==> src/cpss_pkg.sv <==
package cpss_pkg;

   // Geometry of the scan
   localparam int BASE_PAGE_SHIFT = 12;
   localparam int ADDR_WIDTH      = 64;
   localparam int FRAME_W         = ADDR_WIDTH - BASE_PAGE_SHIFT;
   localparam int LEN_W           = 32 - BASE_PAGE_SHIFT;

   // Queue depths between the parts (powers of two)
   localparam int QDEPTH = 4;
   localparam int QPTR_W = $clog2(QDEPTH);
   localparam int ODEPTH = 4;
   localparam int OPTR_W = $clog2(ODEPTH);

   // Saturation value of the page count
   localparam logic [30:0] COUNT_MAX = '1;

   // Register map
   localparam int CSR_IDX_W = 8;
   localparam logic [CSR_IDX_W-1:0] CSR_START_ADDR = CSR_IDX_W'(0);
   localparam logic [CSR_IDX_W-1:0] CSR_SHIFT_CAP  = CSR_IDX_W'(1);

   // Classified entry, as queued between front and back
   typedef struct packed {
      logic [FRAME_W-1:0] pfn;
      logic [6:0]         pfn_tz;
      logic [LEN_W-1:0]   pages;
      logic               last;
   } item_type;

   typedef struct packed {
      logic     valid;
      item_type item;
   } q_out_type;

   typedef struct packed {
      logic [63:0] start_addr;
      logic [5:0]  shift_cap;
   } cfg_type;

   // Region summary handed from back engine to finisher
   typedef struct packed {
      logic        valid;
      logic [30:0] total;
      logic [6:0]  align;
   } fin_type;

   typedef struct packed {
      logic [30:0] page_count;
      logic [5:0]  page_shift_out;
      logic [30:0] compound_pages;
      logic [4:0]  order;
   } rsp_type;

   // Trailing zero count, 64 for a zero word
   function automatic logic [6:0] tz64(logic [63:0] x);
      logic [6:0] n;
      n = 7'd64;
      for (int i = 63; i >= 0; i--) begin
         if (x[i]) begin
            n = 7'(i);
         end
      end
      return n;
   endfunction

   // Number of significant bits
   function automatic logic [4:0] bitlen31(logic [30:0] v);
      logic [4:0] n;
      n = 5'd0;
      for (int i = 0; i < 31; i++) begin
         if (v[i]) begin
            n = 5'(i + 1);
         end
      end
      return n;
   endfunction

endpackage

==> src/cpss_front.sv <==
module cpss_front import cpss_pkg::*; (
   input  logic        clock,
   input  logic        reset,
   input  logic        req_push,
   input  logic [63:0] req_dma_addr,
   input  logic [31:0] req_dma_len,
   input  logic        req_last,
   output logic        req_full,
   input  logic        deq_pop,
   output q_out_type   deq
);

   item_type             slot_ff [QDEPTH];
   logic [QPTR_W-1:0]    wr_ptr_ff, wr_ptr_in;
   logic [QPTR_W-1:0]    rd_ptr_ff, rd_ptr_in;
   logic [QPTR_W:0]      count_ff, count_in;
   item_type             item_in;
   logic                 push_ok;
   logic                 pop_ok;

   // Decode the entry: frame number, its alignment, whole base pages
   always_comb begin
      item_in.pfn    = req_dma_addr[ADDR_WIDTH-1:BASE_PAGE_SHIFT];
      item_in.pfn_tz = tz64(64'(req_dma_addr[ADDR_WIDTH-1:BASE_PAGE_SHIFT]));
      item_in.pages  = req_dma_len[31:BASE_PAGE_SHIFT];
      item_in.last   = req_last;
   end

   // Queue control
   always_comb begin
      req_full  = (count_ff == (QPTR_W+1)'(QDEPTH));
      deq.valid = (count_ff != '0);
      deq.item  = slot_ff[rd_ptr_ff];
      push_ok   = req_push && !req_full;
      pop_ok    = deq_pop && deq.valid;
      wr_ptr_in = push_ok ? wr_ptr_ff + QPTR_W'(1) : wr_ptr_ff;
      rd_ptr_in = pop_ok ? rd_ptr_ff + QPTR_W'(1) : rd_ptr_ff;
      count_in  = count_ff + (QPTR_W+1)'(push_ok) - (QPTR_W+1)'(pop_ok);
   end

   always_ff @(posedge clock) begin
      if (reset) begin
         wr_ptr_ff <= '0;
         rd_ptr_ff <= '0;
         count_ff  <= '0;
      end else begin
         wr_ptr_ff <= wr_ptr_in;
         rd_ptr_ff <= rd_ptr_in;
         count_ff  <= count_in;
      end
   end

   // Queue storage
   always_ff @(posedge clock) begin
      if (push_ok) begin
         slot_ff[wr_ptr_ff] <= item_in;
      end
   end

endmodule

==> src/cpss_back.sv <==
module cpss_back import cpss_pkg::*; (
   input  logic      clock,
   input  logic      reset,
   input  q_out_type deq,
   output logic      deq_pop,
   input  cfg_type   cfg,
   input  logic      fin_credit,
   output fin_type   fin
);

   logic        fresh_ff, fresh_in;
   logic [63:0] run_pages_ff, run_pages_in;
   logic [63:0] run_end_ff, run_end_in;
   logic [6:0]  align_ff, align_in;
   logic [30:0] total_ff, total_in;

   logic [6:0]  start_tz;
   logic [6:0]  init_align;
   logic [5:0]  cap;
   logic [6:0]  base_align;
   logic [6:0]  run_tz;
   logic [6:0]  t_tz;
   logic [6:0]  align_next;
   logic [63:0] pfn_w;
   logic [63:0] pages_w;
   logic        new_run;
   logic [31:0] sum;
   logic [30:0] total_next;

   // Alignment at the start of a region, capped where a cap applies
   always_comb begin
      start_tz   = tz64(64'(cfg.start_addr[63:BASE_PAGE_SHIFT]));
      cap        = cfg.shift_cap - 6'(BASE_PAGE_SHIFT);
      init_align = start_tz;
      if (cfg.shift_cap != '0 && cfg.shift_cap >= 6'(BASE_PAGE_SHIFT)) begin
         if (7'(cap) < start_tz) begin
            init_align = 7'(cap);
         end
      end
   end

   // Merge or open a run; alignment drops to tz(frame | offset)
   always_comb begin
      base_align = fresh_ff ? init_align : align_ff;
      pfn_w      = 64'(deq.item.pfn);
      pages_w    = 64'(deq.item.pages);
      new_run    = fresh_ff || (run_end_ff != pfn_w);
      run_tz     = tz64(run_pages_ff);
      t_tz       = (deq.item.pfn_tz < run_tz) ? deq.item.pfn_tz : run_tz;
      if (new_run) begin
         align_next = (t_tz < base_align) ? t_tz : base_align;
      end else begin
         align_next = base_align;
      end

      sum        = {1'b0, total_ff} + 32'(deq.item.pages);
      total_next = (sum > 32'(COUNT_MAX)) ? COUNT_MAX : sum[30:0];

      // a last entry waits until the finisher has room for its result
      deq_pop = deq.valid && (!deq.item.last || fin_credit);

      fresh_in     = fresh_ff;
      run_pages_in = run_pages_ff;
      run_end_in   = run_end_ff;
      align_in     = align_ff;
      total_in     = total_ff;
      fin.valid    = 1'b0;
      fin.total    = total_next;
      fin.align    = align_next;

      if (deq_pop) begin
         if (new_run) begin
            run_pages_in = pages_w;
            run_end_in   = pfn_w + pages_w;
         end else begin
            run_pages_in = run_pages_ff + pages_w;
            run_end_in   = run_end_ff + pages_w;
         end
         fresh_in = 1'b0;
         align_in = align_next;
         total_in = total_next;
         if (deq.item.last) begin
            fin.valid    = 1'b1;
            fresh_in     = 1'b1;
            run_pages_in = '0;
            align_in     = '0;
            total_in     = '0;
         end
      end
   end

   always_ff @(posedge clock) begin
      if (reset) begin
         fresh_ff     <= 1'b1;
         run_pages_ff <= '0;
         align_ff     <= '0;
         total_ff     <= '0;
      end else begin
         fresh_ff     <= fresh_in;
         run_pages_ff <= run_pages_in;
         align_ff     <= align_in;
         total_ff     <= total_in;
      end
   end

   // Run end only matters once a run is open
   always_ff @(posedge clock) begin
      run_end_ff <= run_end_in;
   end

endmodule

==> src/cpss_finish.sv <==
module cpss_finish import cpss_pkg::*; (
   input  logic        clock,
   input  logic        reset,
   input  fin_type     fin,
   output logic        fin_credit,
   input  logic        rsp_pop,
   output logic        rsp_empty,
   output logic [30:0] rsp_page_count,
   output logic [5:0]  rsp_page_shift_out,
   output logic [30:0] rsp_compound_pages,
   output logic [4:0]  rsp_order
);

   // Stage one: region summary
   logic        s1_valid_ff;
   logic [30:0] s1_total_ff;
   logic [6:0]  s1_align_ff;
   // Stage two: chosen alignment and order
   logic        s2_valid_ff;
   logic [30:0] s2_total_ff;
   logic [4:0]  s2_m_ff, s2_m_in;
   logic [4:0]  s2_ord_ff, s2_ord_in;

   logic [4:0]  lg;
   logic [31:0] ncont;
   rsp_type     rsp_in;
   rsp_type     rsp_head;

   rsp_type             slot_ff [ODEPTH];
   logic [OPTR_W-1:0]   wr_ptr_ff, wr_ptr_in;
   logic [OPTR_W-1:0]   rd_ptr_ff, rd_ptr_in;
   logic [OPTR_W:0]     count_ff, count_in;
   logic [OPTR_W+1:0]   committed;
   logic                pop_ok;

   // Ceiling log2 of the count, then clip the alignment to it
   always_comb begin
      lg = (s1_total_ff == '0) ? 5'd0 : bitlen31(s1_total_ff - 31'd1);
      if (s1_align_ff < 7'(lg)) begin
         s2_m_in = s1_align_ff[4:0];
      end else begin
         s2_m_in = lg;
      end
      s2_ord_in = lg - s2_m_in;
   end

   // Compound pages, count rounded up
   always_comb begin
      ncont = (32'(s2_total_ff) + ((32'd1 << s2_m_ff) - 32'd1)) >> s2_m_ff;
      rsp_in.page_count     = s2_total_ff;
      rsp_in.page_shift_out = 6'(BASE_PAGE_SHIFT) + 6'(s2_m_ff);
      rsp_in.compound_pages = ncont[30:0];
      rsp_in.order          = s2_ord_ff;
   end

   always_ff @(posedge clock) begin
      if (reset) begin
         s1_valid_ff <= 1'b0;
         s2_valid_ff <= 1'b0;
      end else begin
         s1_valid_ff <= fin.valid;
         s2_valid_ff <= s1_valid_ff;
      end
   end

   always_ff @(posedge clock) begin
      s1_total_ff <= fin.total;
      s1_align_ff <= fin.align;
      s2_total_ff <= s1_total_ff;
      s2_m_ff     <= s2_m_in;
      s2_ord_ff   <= s2_ord_in;
   end

   // Result queue; room is reserved for everything in flight
   always_comb begin
      committed  = (OPTR_W+2)'(count_ff) + (OPTR_W+2)'(s1_valid_ff)
                   + (OPTR_W+2)'(s2_valid_ff);
      fin_credit = (committed < (OPTR_W+2)'(ODEPTH));
      rsp_empty  = (count_ff == '0);
      pop_ok     = rsp_pop && !rsp_empty;
      wr_ptr_in  = s2_valid_ff ? wr_ptr_ff + OPTR_W'(1) : wr_ptr_ff;
      rd_ptr_in  = pop_ok ? rd_ptr_ff + OPTR_W'(1) : rd_ptr_ff;
      count_in   = count_ff + (OPTR_W+1)'(s2_valid_ff) - (OPTR_W+1)'(pop_ok);
      rsp_head   = slot_ff[rd_ptr_ff];
      rsp_page_count     = rsp_head.page_count;
      rsp_page_shift_out = rsp_head.page_shift_out;
      rsp_compound_pages = rsp_head.compound_pages;
      rsp_order          = rsp_head.order;
   end

   always_ff @(posedge clock) begin
      if (reset) begin
         wr_ptr_ff <= '0;
         rd_ptr_ff <= '0;
         count_ff  <= '0;
      end else begin
         wr_ptr_ff <= wr_ptr_in;
         rd_ptr_ff <= rd_ptr_in;
         count_ff  <= count_in;
      end
   end

   always_ff @(posedge clock) begin
      if (s2_valid_ff) begin
         slot_ff[wr_ptr_ff] <= rsp_in;
      end
   end

endmodule

==> src/contiguous_page_size_scan_unit.sv <==
// Largest page size scan over the scatter-gather entries of one DMA region.
// Push one entry (address, byte length, last mark) per cycle; entries are
// counted in 4 KiB base pages and physically adjacent ones merge into runs.
// On the last entry one result is queued: total pages (saturating), chosen
// page shift, compound page count and order; the block is then ready for the
// next region. Sustained rate is one entry per clock, set by the run merge
// and alignment update in the back engine, which finishes an entry per cycle
// while the finisher has room for a last entry's result. A result reaches the
// result queue after its last entry passes the front queue and a two-stage
// finisher; the finisher holds up a last entry only when its four-deep result
// queue, counting the results still in its two stages, has no room.
// Write start_addr (index 0) and the page shift cap (index 1) between
// regions; the configuration port is always ready.
module contiguous_page_size_scan_unit import cpss_pkg::*; (
   input  logic                 clock,
   input  logic                 reset,
   input  logic                 req_push,
   input  logic [63:0]          req_dma_addr,
   input  logic [31:0]          req_dma_len,
   input  logic                 req_last,
   output logic                 req_full,
   output logic                 rsp_empty,
   input  logic                 rsp_pop,
   output logic [30:0]          rsp_page_count,
   output logic [5:0]           rsp_page_shift_out,
   output logic [30:0]          rsp_compound_pages,
   output logic [4:0]           rsp_order,
   input  logic                 csr_valid,
   output logic                 csr_ready,
   input  logic [CSR_IDX_W-1:0] csr_index,
   input  logic [63:0]          csr_wdata
);

   logic [63:0] start_addr_ff;
   logic [5:0]  shift_cap_ff;
   cfg_type     cfg;
   q_out_type   deq;
   logic        deq_pop;
   fin_type     fin;
   logic        fin_credit;

   // Configuration registers
   assign csr_ready = 1'b1;

   always_ff @(posedge clock) begin
      if (reset) begin
         start_addr_ff <= '0;
         shift_cap_ff  <= '0;
      end else if (csr_valid && csr_ready) begin
         case (csr_index)
            CSR_START_ADDR: start_addr_ff <= csr_wdata;
            CSR_SHIFT_CAP:  shift_cap_ff  <= csr_wdata[5:0];
            default: ;
         endcase
      end
   end

   always_comb begin
      cfg.start_addr = start_addr_ff;
      cfg.shift_cap  = shift_cap_ff;
   end

   cpss_front u_front (
      .clock        (clock),
      .reset        (reset),
      .req_push     (req_push),
      .req_dma_addr (req_dma_addr),
      .req_dma_len  (req_dma_len),
      .req_last     (req_last),
      .req_full     (req_full),
      .deq_pop      (deq_pop),
      .deq          (deq)
   );

   cpss_back u_back (
      .clock      (clock),
      .reset      (reset),
      .deq        (deq),
      .deq_pop    (deq_pop),
      .cfg        (cfg),
      .fin_credit (fin_credit),
      .fin        (fin)
   );

   cpss_finish u_finish (
      .clock              (clock),
      .reset              (reset),
      .fin                (fin),
      .fin_credit         (fin_credit),
      .rsp_pop            (rsp_pop),
      .rsp_empty          (rsp_empty),
      .rsp_page_count     (rsp_page_count),
      .rsp_page_shift_out (rsp_page_shift_out),
      .rsp_compound_pages (rsp_compound_pages),
      .rsp_order          (rsp_order)
   );

endmodule

==> config.mk <==
export PLATFORM = sky130hd
export DESIGN_NAME = contiguous_page_size_scan_unit
export DESIGN_NICKNAME = d
export VERILOG_FILES = /design/src/cpss_pkg.sv /design/src/cpss_front.sv /design/src/cpss_back.sv /design/src/cpss_finish.sv /design/src/contiguous_page_size_scan_unit.sv
export SDC_FILE = /design/constraint.sdc
export NUM_CORES = 2
export LEC_CHECK = 0
export BUFFER_PORTS_ARGS = -buffer_cell sky130_fd_sc_hd__buf_2
export CAP_MARGIN = 15
export CORE_ASPECT_RATIO = 0.9
export CORE_UTILIZATION = 50
export CTS_CLUSTER_DIAMETER = 50
export DETAILED_ROUTE_END_ITERATION = 6
export PLACE_DENSITY = 0.79
export SYNTH_ARGS = -nofsm -noshare
export SYNTH_HDL_FRONTEND = slang
export SYNTH_HIERARCHICAL = 1
export SYNTH_SLANG_ARGS = --single-unit
==> constraint.sdc <==
create_clock -name clock -period 11 [get_ports clock]
set_clock_uncertainty 0.2 [all_clocks]
set_input_delay 1.1 -clock clock [delete_from_list [all_inputs] [get_ports clock]]
set_output_delay 1.1 -clock clock [all_outputs]
set_load 0.02 [all_outputs]
==> flow_summary.yaml <==
run_status:
  status: "completed"
drt:
  finalWirelength_mm: 126.6
  drtAntennaViolNets: 0
  first_pass_iters: 7
  drt_iter0_drc: 4090
  vias: 36630
  drc: 0
  via_per_inst: 6.220
  wl_per_cell_um: 21.50
clock_network:
  post-cts-setup-buffers: 0
  clkTransAtPathRegs_ns: 0.06
  clkLatencyLatePin_ns: 0.71
  cts_htree_levels: 3
  ctsHoldBuffers: 0
  cts_buffers: 106
  cts_tree: "done"
  clock_path_buffers: 3
  cts-resized-gates: 0
  ctsRootBufferMaster: "clkbuf_16"
  clock-sinks: 936
sta:
  setup_viol: 0
  final.setup.tns_ns: 0
  rsz0062_at_grt: "false"
  worstMarginPinSlew_ns: 1.221
  finalCritPeriodShare: 0.6561
  final_max_slew_viol_count: 0
  hold_viol: 0
  post-route-min-period_ns: 7.217
  clock.fmax_mhz: 138.6
  maxSlewHeadroom: 0.1828
cells_and_area:
  design_area_um2: 55620
  syn2layout_area_growth_pct: 12.06
  num-nets-final: 4830
  layout-drive-gt1-share: 0.1506
  n_fill_cell: 7853
  final_cells: 5889
yosys:
  synth_area_um2: 49630
  synth-warning-count: 6
  syn-instance-count: 4296
  avgSynthCellArea_um2: 11.55
die:
  rows: 109
  start_util: 0.5047
  io_pins: 250
  fp.coreArea_um2: 98330
  die_h_um: 300.9
  die_area_um2: 100500
  die_w_um: 334.1
global_routing:
  grt_pass1_vias: 35093
  gr-usage-all-layers: 0.2474
  grt_max_degree: 106
  grt_antenna_before_repair: 2
  grt-ovfl-total: 0
  grt_pass1_wl_mm: 197.2
critical_path:
  worstRegToRegCells: 22
  critPathMaxStageDelay_ns: 0.69
  startpoint_type: "register"
  critical_path.max_fanout: 12
  worstPathRequired_ns: 11.37
  crit_path_end_kind: "register"
  slowest_stage: "o21ai_1"
  r2r_end: "u_finish/s2_ord_ff[4]"
  path_buf_inv: 2
  cp_top_family: "compound AO/OA/AOI/OAI gates"
  path_cells: "nor3_1 -> and2_1 -> nand2_1 -> o41ai_1 -> a22oi_1 -> nor4b_1 -> o31ai_1 -> a21boi_1 -> inv_1 -> ha_1 -> a21o_1 -> a2111oi_0 -> o211ai_1 -> o21ai_1 -> nand2_1 -> o21ai_0 -> ha_1 -> inv_1 -> fa_1 -> a21o_1 -> a21oi_1 -> xnor2_1"
  reg2reg_from: "u_finish/s1_total_ff[4]"
  worst-setup-path-type: "register to register"
  arrival_ns: 7.59
  rrSetupSlack_ns: 3.78
min_path:
  whs_path_depth: 0
  hold_end: "u_finish/s2_total_ff[29]"
  min_path_type: "register to register"
  hp-start: "u_finish/s1_total_ff[29]"
power_and_ir_drop:
  p_leak_uw: 0.01995
  powerDensity_nw_per_um2: 327.7
  finalPower_uw: 18230
  vdd_ir_drop_max_mv: 0.2215
job:
  maxCapViolCount: 0
placed_design:
  placed_area_um2: 51940
  port_buffers: 218
  dp.cells: 5686
  dpl.hpwl_mm: 84.77
  gp_congestion: 0.9466
-- cell type report --
class	count	area, um^2	area share
Clock inverter	67	788.3	0.01417
Timing Repair Buffer	262	1434	0.02578
Inverter	213	799.5	0.01438
Multi-Input combinational cell	2944	22520	0.4049
Tap cell	1332	1667	0.02997
Clock buffer	134	2884	0.05186
Sequential cell	936	25520	0.4589
Antenna cell	1	2.502	0.00004499
-- layout by cell type (no fill, tap or decap), types with 160 or more instances in the layout --
cell	n
ha_1	185
mux4_2	160
edfxtp_1	676
o21ai_0	198
nor2_1	274
dfxtp_1	256
inv_1	209
buf_2	218
a21oi_1	275
nand2_1	254
-- per-stage QoR --
step	utilization	hold WS [ns]	setup WS, ns
global placement	0.5282	0.2139	4.019
CTS	0.5655	0.2229	3.907
finish	0.5656	0.2262	3.783
global route	0.5656	0.2383	3.210
detailed placement	0.5282	0.2164	3.954
floorplan	-	0.1258	5.326
-- how the worst max path moves through the flow --
stage / from / endpoint / slack, ns / cells past startpoint
final: u_finish/s1_total_ff[4] / u_finish/s2_ord_ff[4] / 3.78 / 22
after global routing: u_finish/s1_total_ff[0] / u_finish/s2_ord_ff[4] / 3.21 / 24
after CTS: u_finish/s1_total_ff[4] / u_finish/s2_ord_ff[4] / 3.91 / 22
after detailed placement: u_finish/s1_total_ff[4] / u_finish/s2_ord_ff[4] / 3.95 / 22
after global placement: u_finish/s1_total_ff[0] / u_finish/s2_ord_ff[4] / 4.02 / 24
after floorplan: u_finish/s1_total_ff[8] / u_finish/s2_ord_ff[4] / 5.33 / 25
-- metal layers --
| metal | vias up | GRT usage | routed length [um] |
|---|---|---|---|
| li1 | 16860 | - | - |
| met1 | 17814 | 0.3398 | 53020 |
| met2 | 1702 | 0.4015 | 59850 |
| met3 | 252 | 0.03387 | 9511 |
| met4 | 2 | 0.09109 | 4231 |
| met5 | - | 0 | 11 |
-- state kept, by name, indices dropped and copies added, names as in the netlist, 31 cells and up, named ones only --
register and flops:
u_back/run_end_ff 64, start_addr_ff 52, u_finish/slot_ff 292, u_back/total_ff 31, u_finish/s1_total_ff 31, u_back/run_pages_ff 64, u_finish/s2_total_ff 31, u_front/slot_ff 320
-- worst register-to-register path, cell delays in order, from the launching register on --
cell	delay [ns]
dfxtp_1	0.41
nor3_1	0.61
and2_1	0.47
nand2_1	0.26
o41ai_1	0.38
a22oi_1	0.19
nor4b_1	0.52
o31ai_1	0.22
a21boi_1	0.28
inv_1	0.11
ha_1	0.33
a21o_1	0.18
a2111oi_0	0.67
o211ai_1	0.18
o21ai_1	0.69
nand2_1	0.10
o21ai_0	0.14
ha_1	0.19
inv_1	0.07
fa_1	0.44
a21o_1	0.20
a21oi_1	0.17
xnor2_1	0.08
-- report_power, final --
part	total, uW	internal (uW)	switching, uW
clock network	3630	2120	1510
logic	9340	3600	5750
registers	5250	4750	500
No activity file was read; power rests on OpenSTA's default activity.
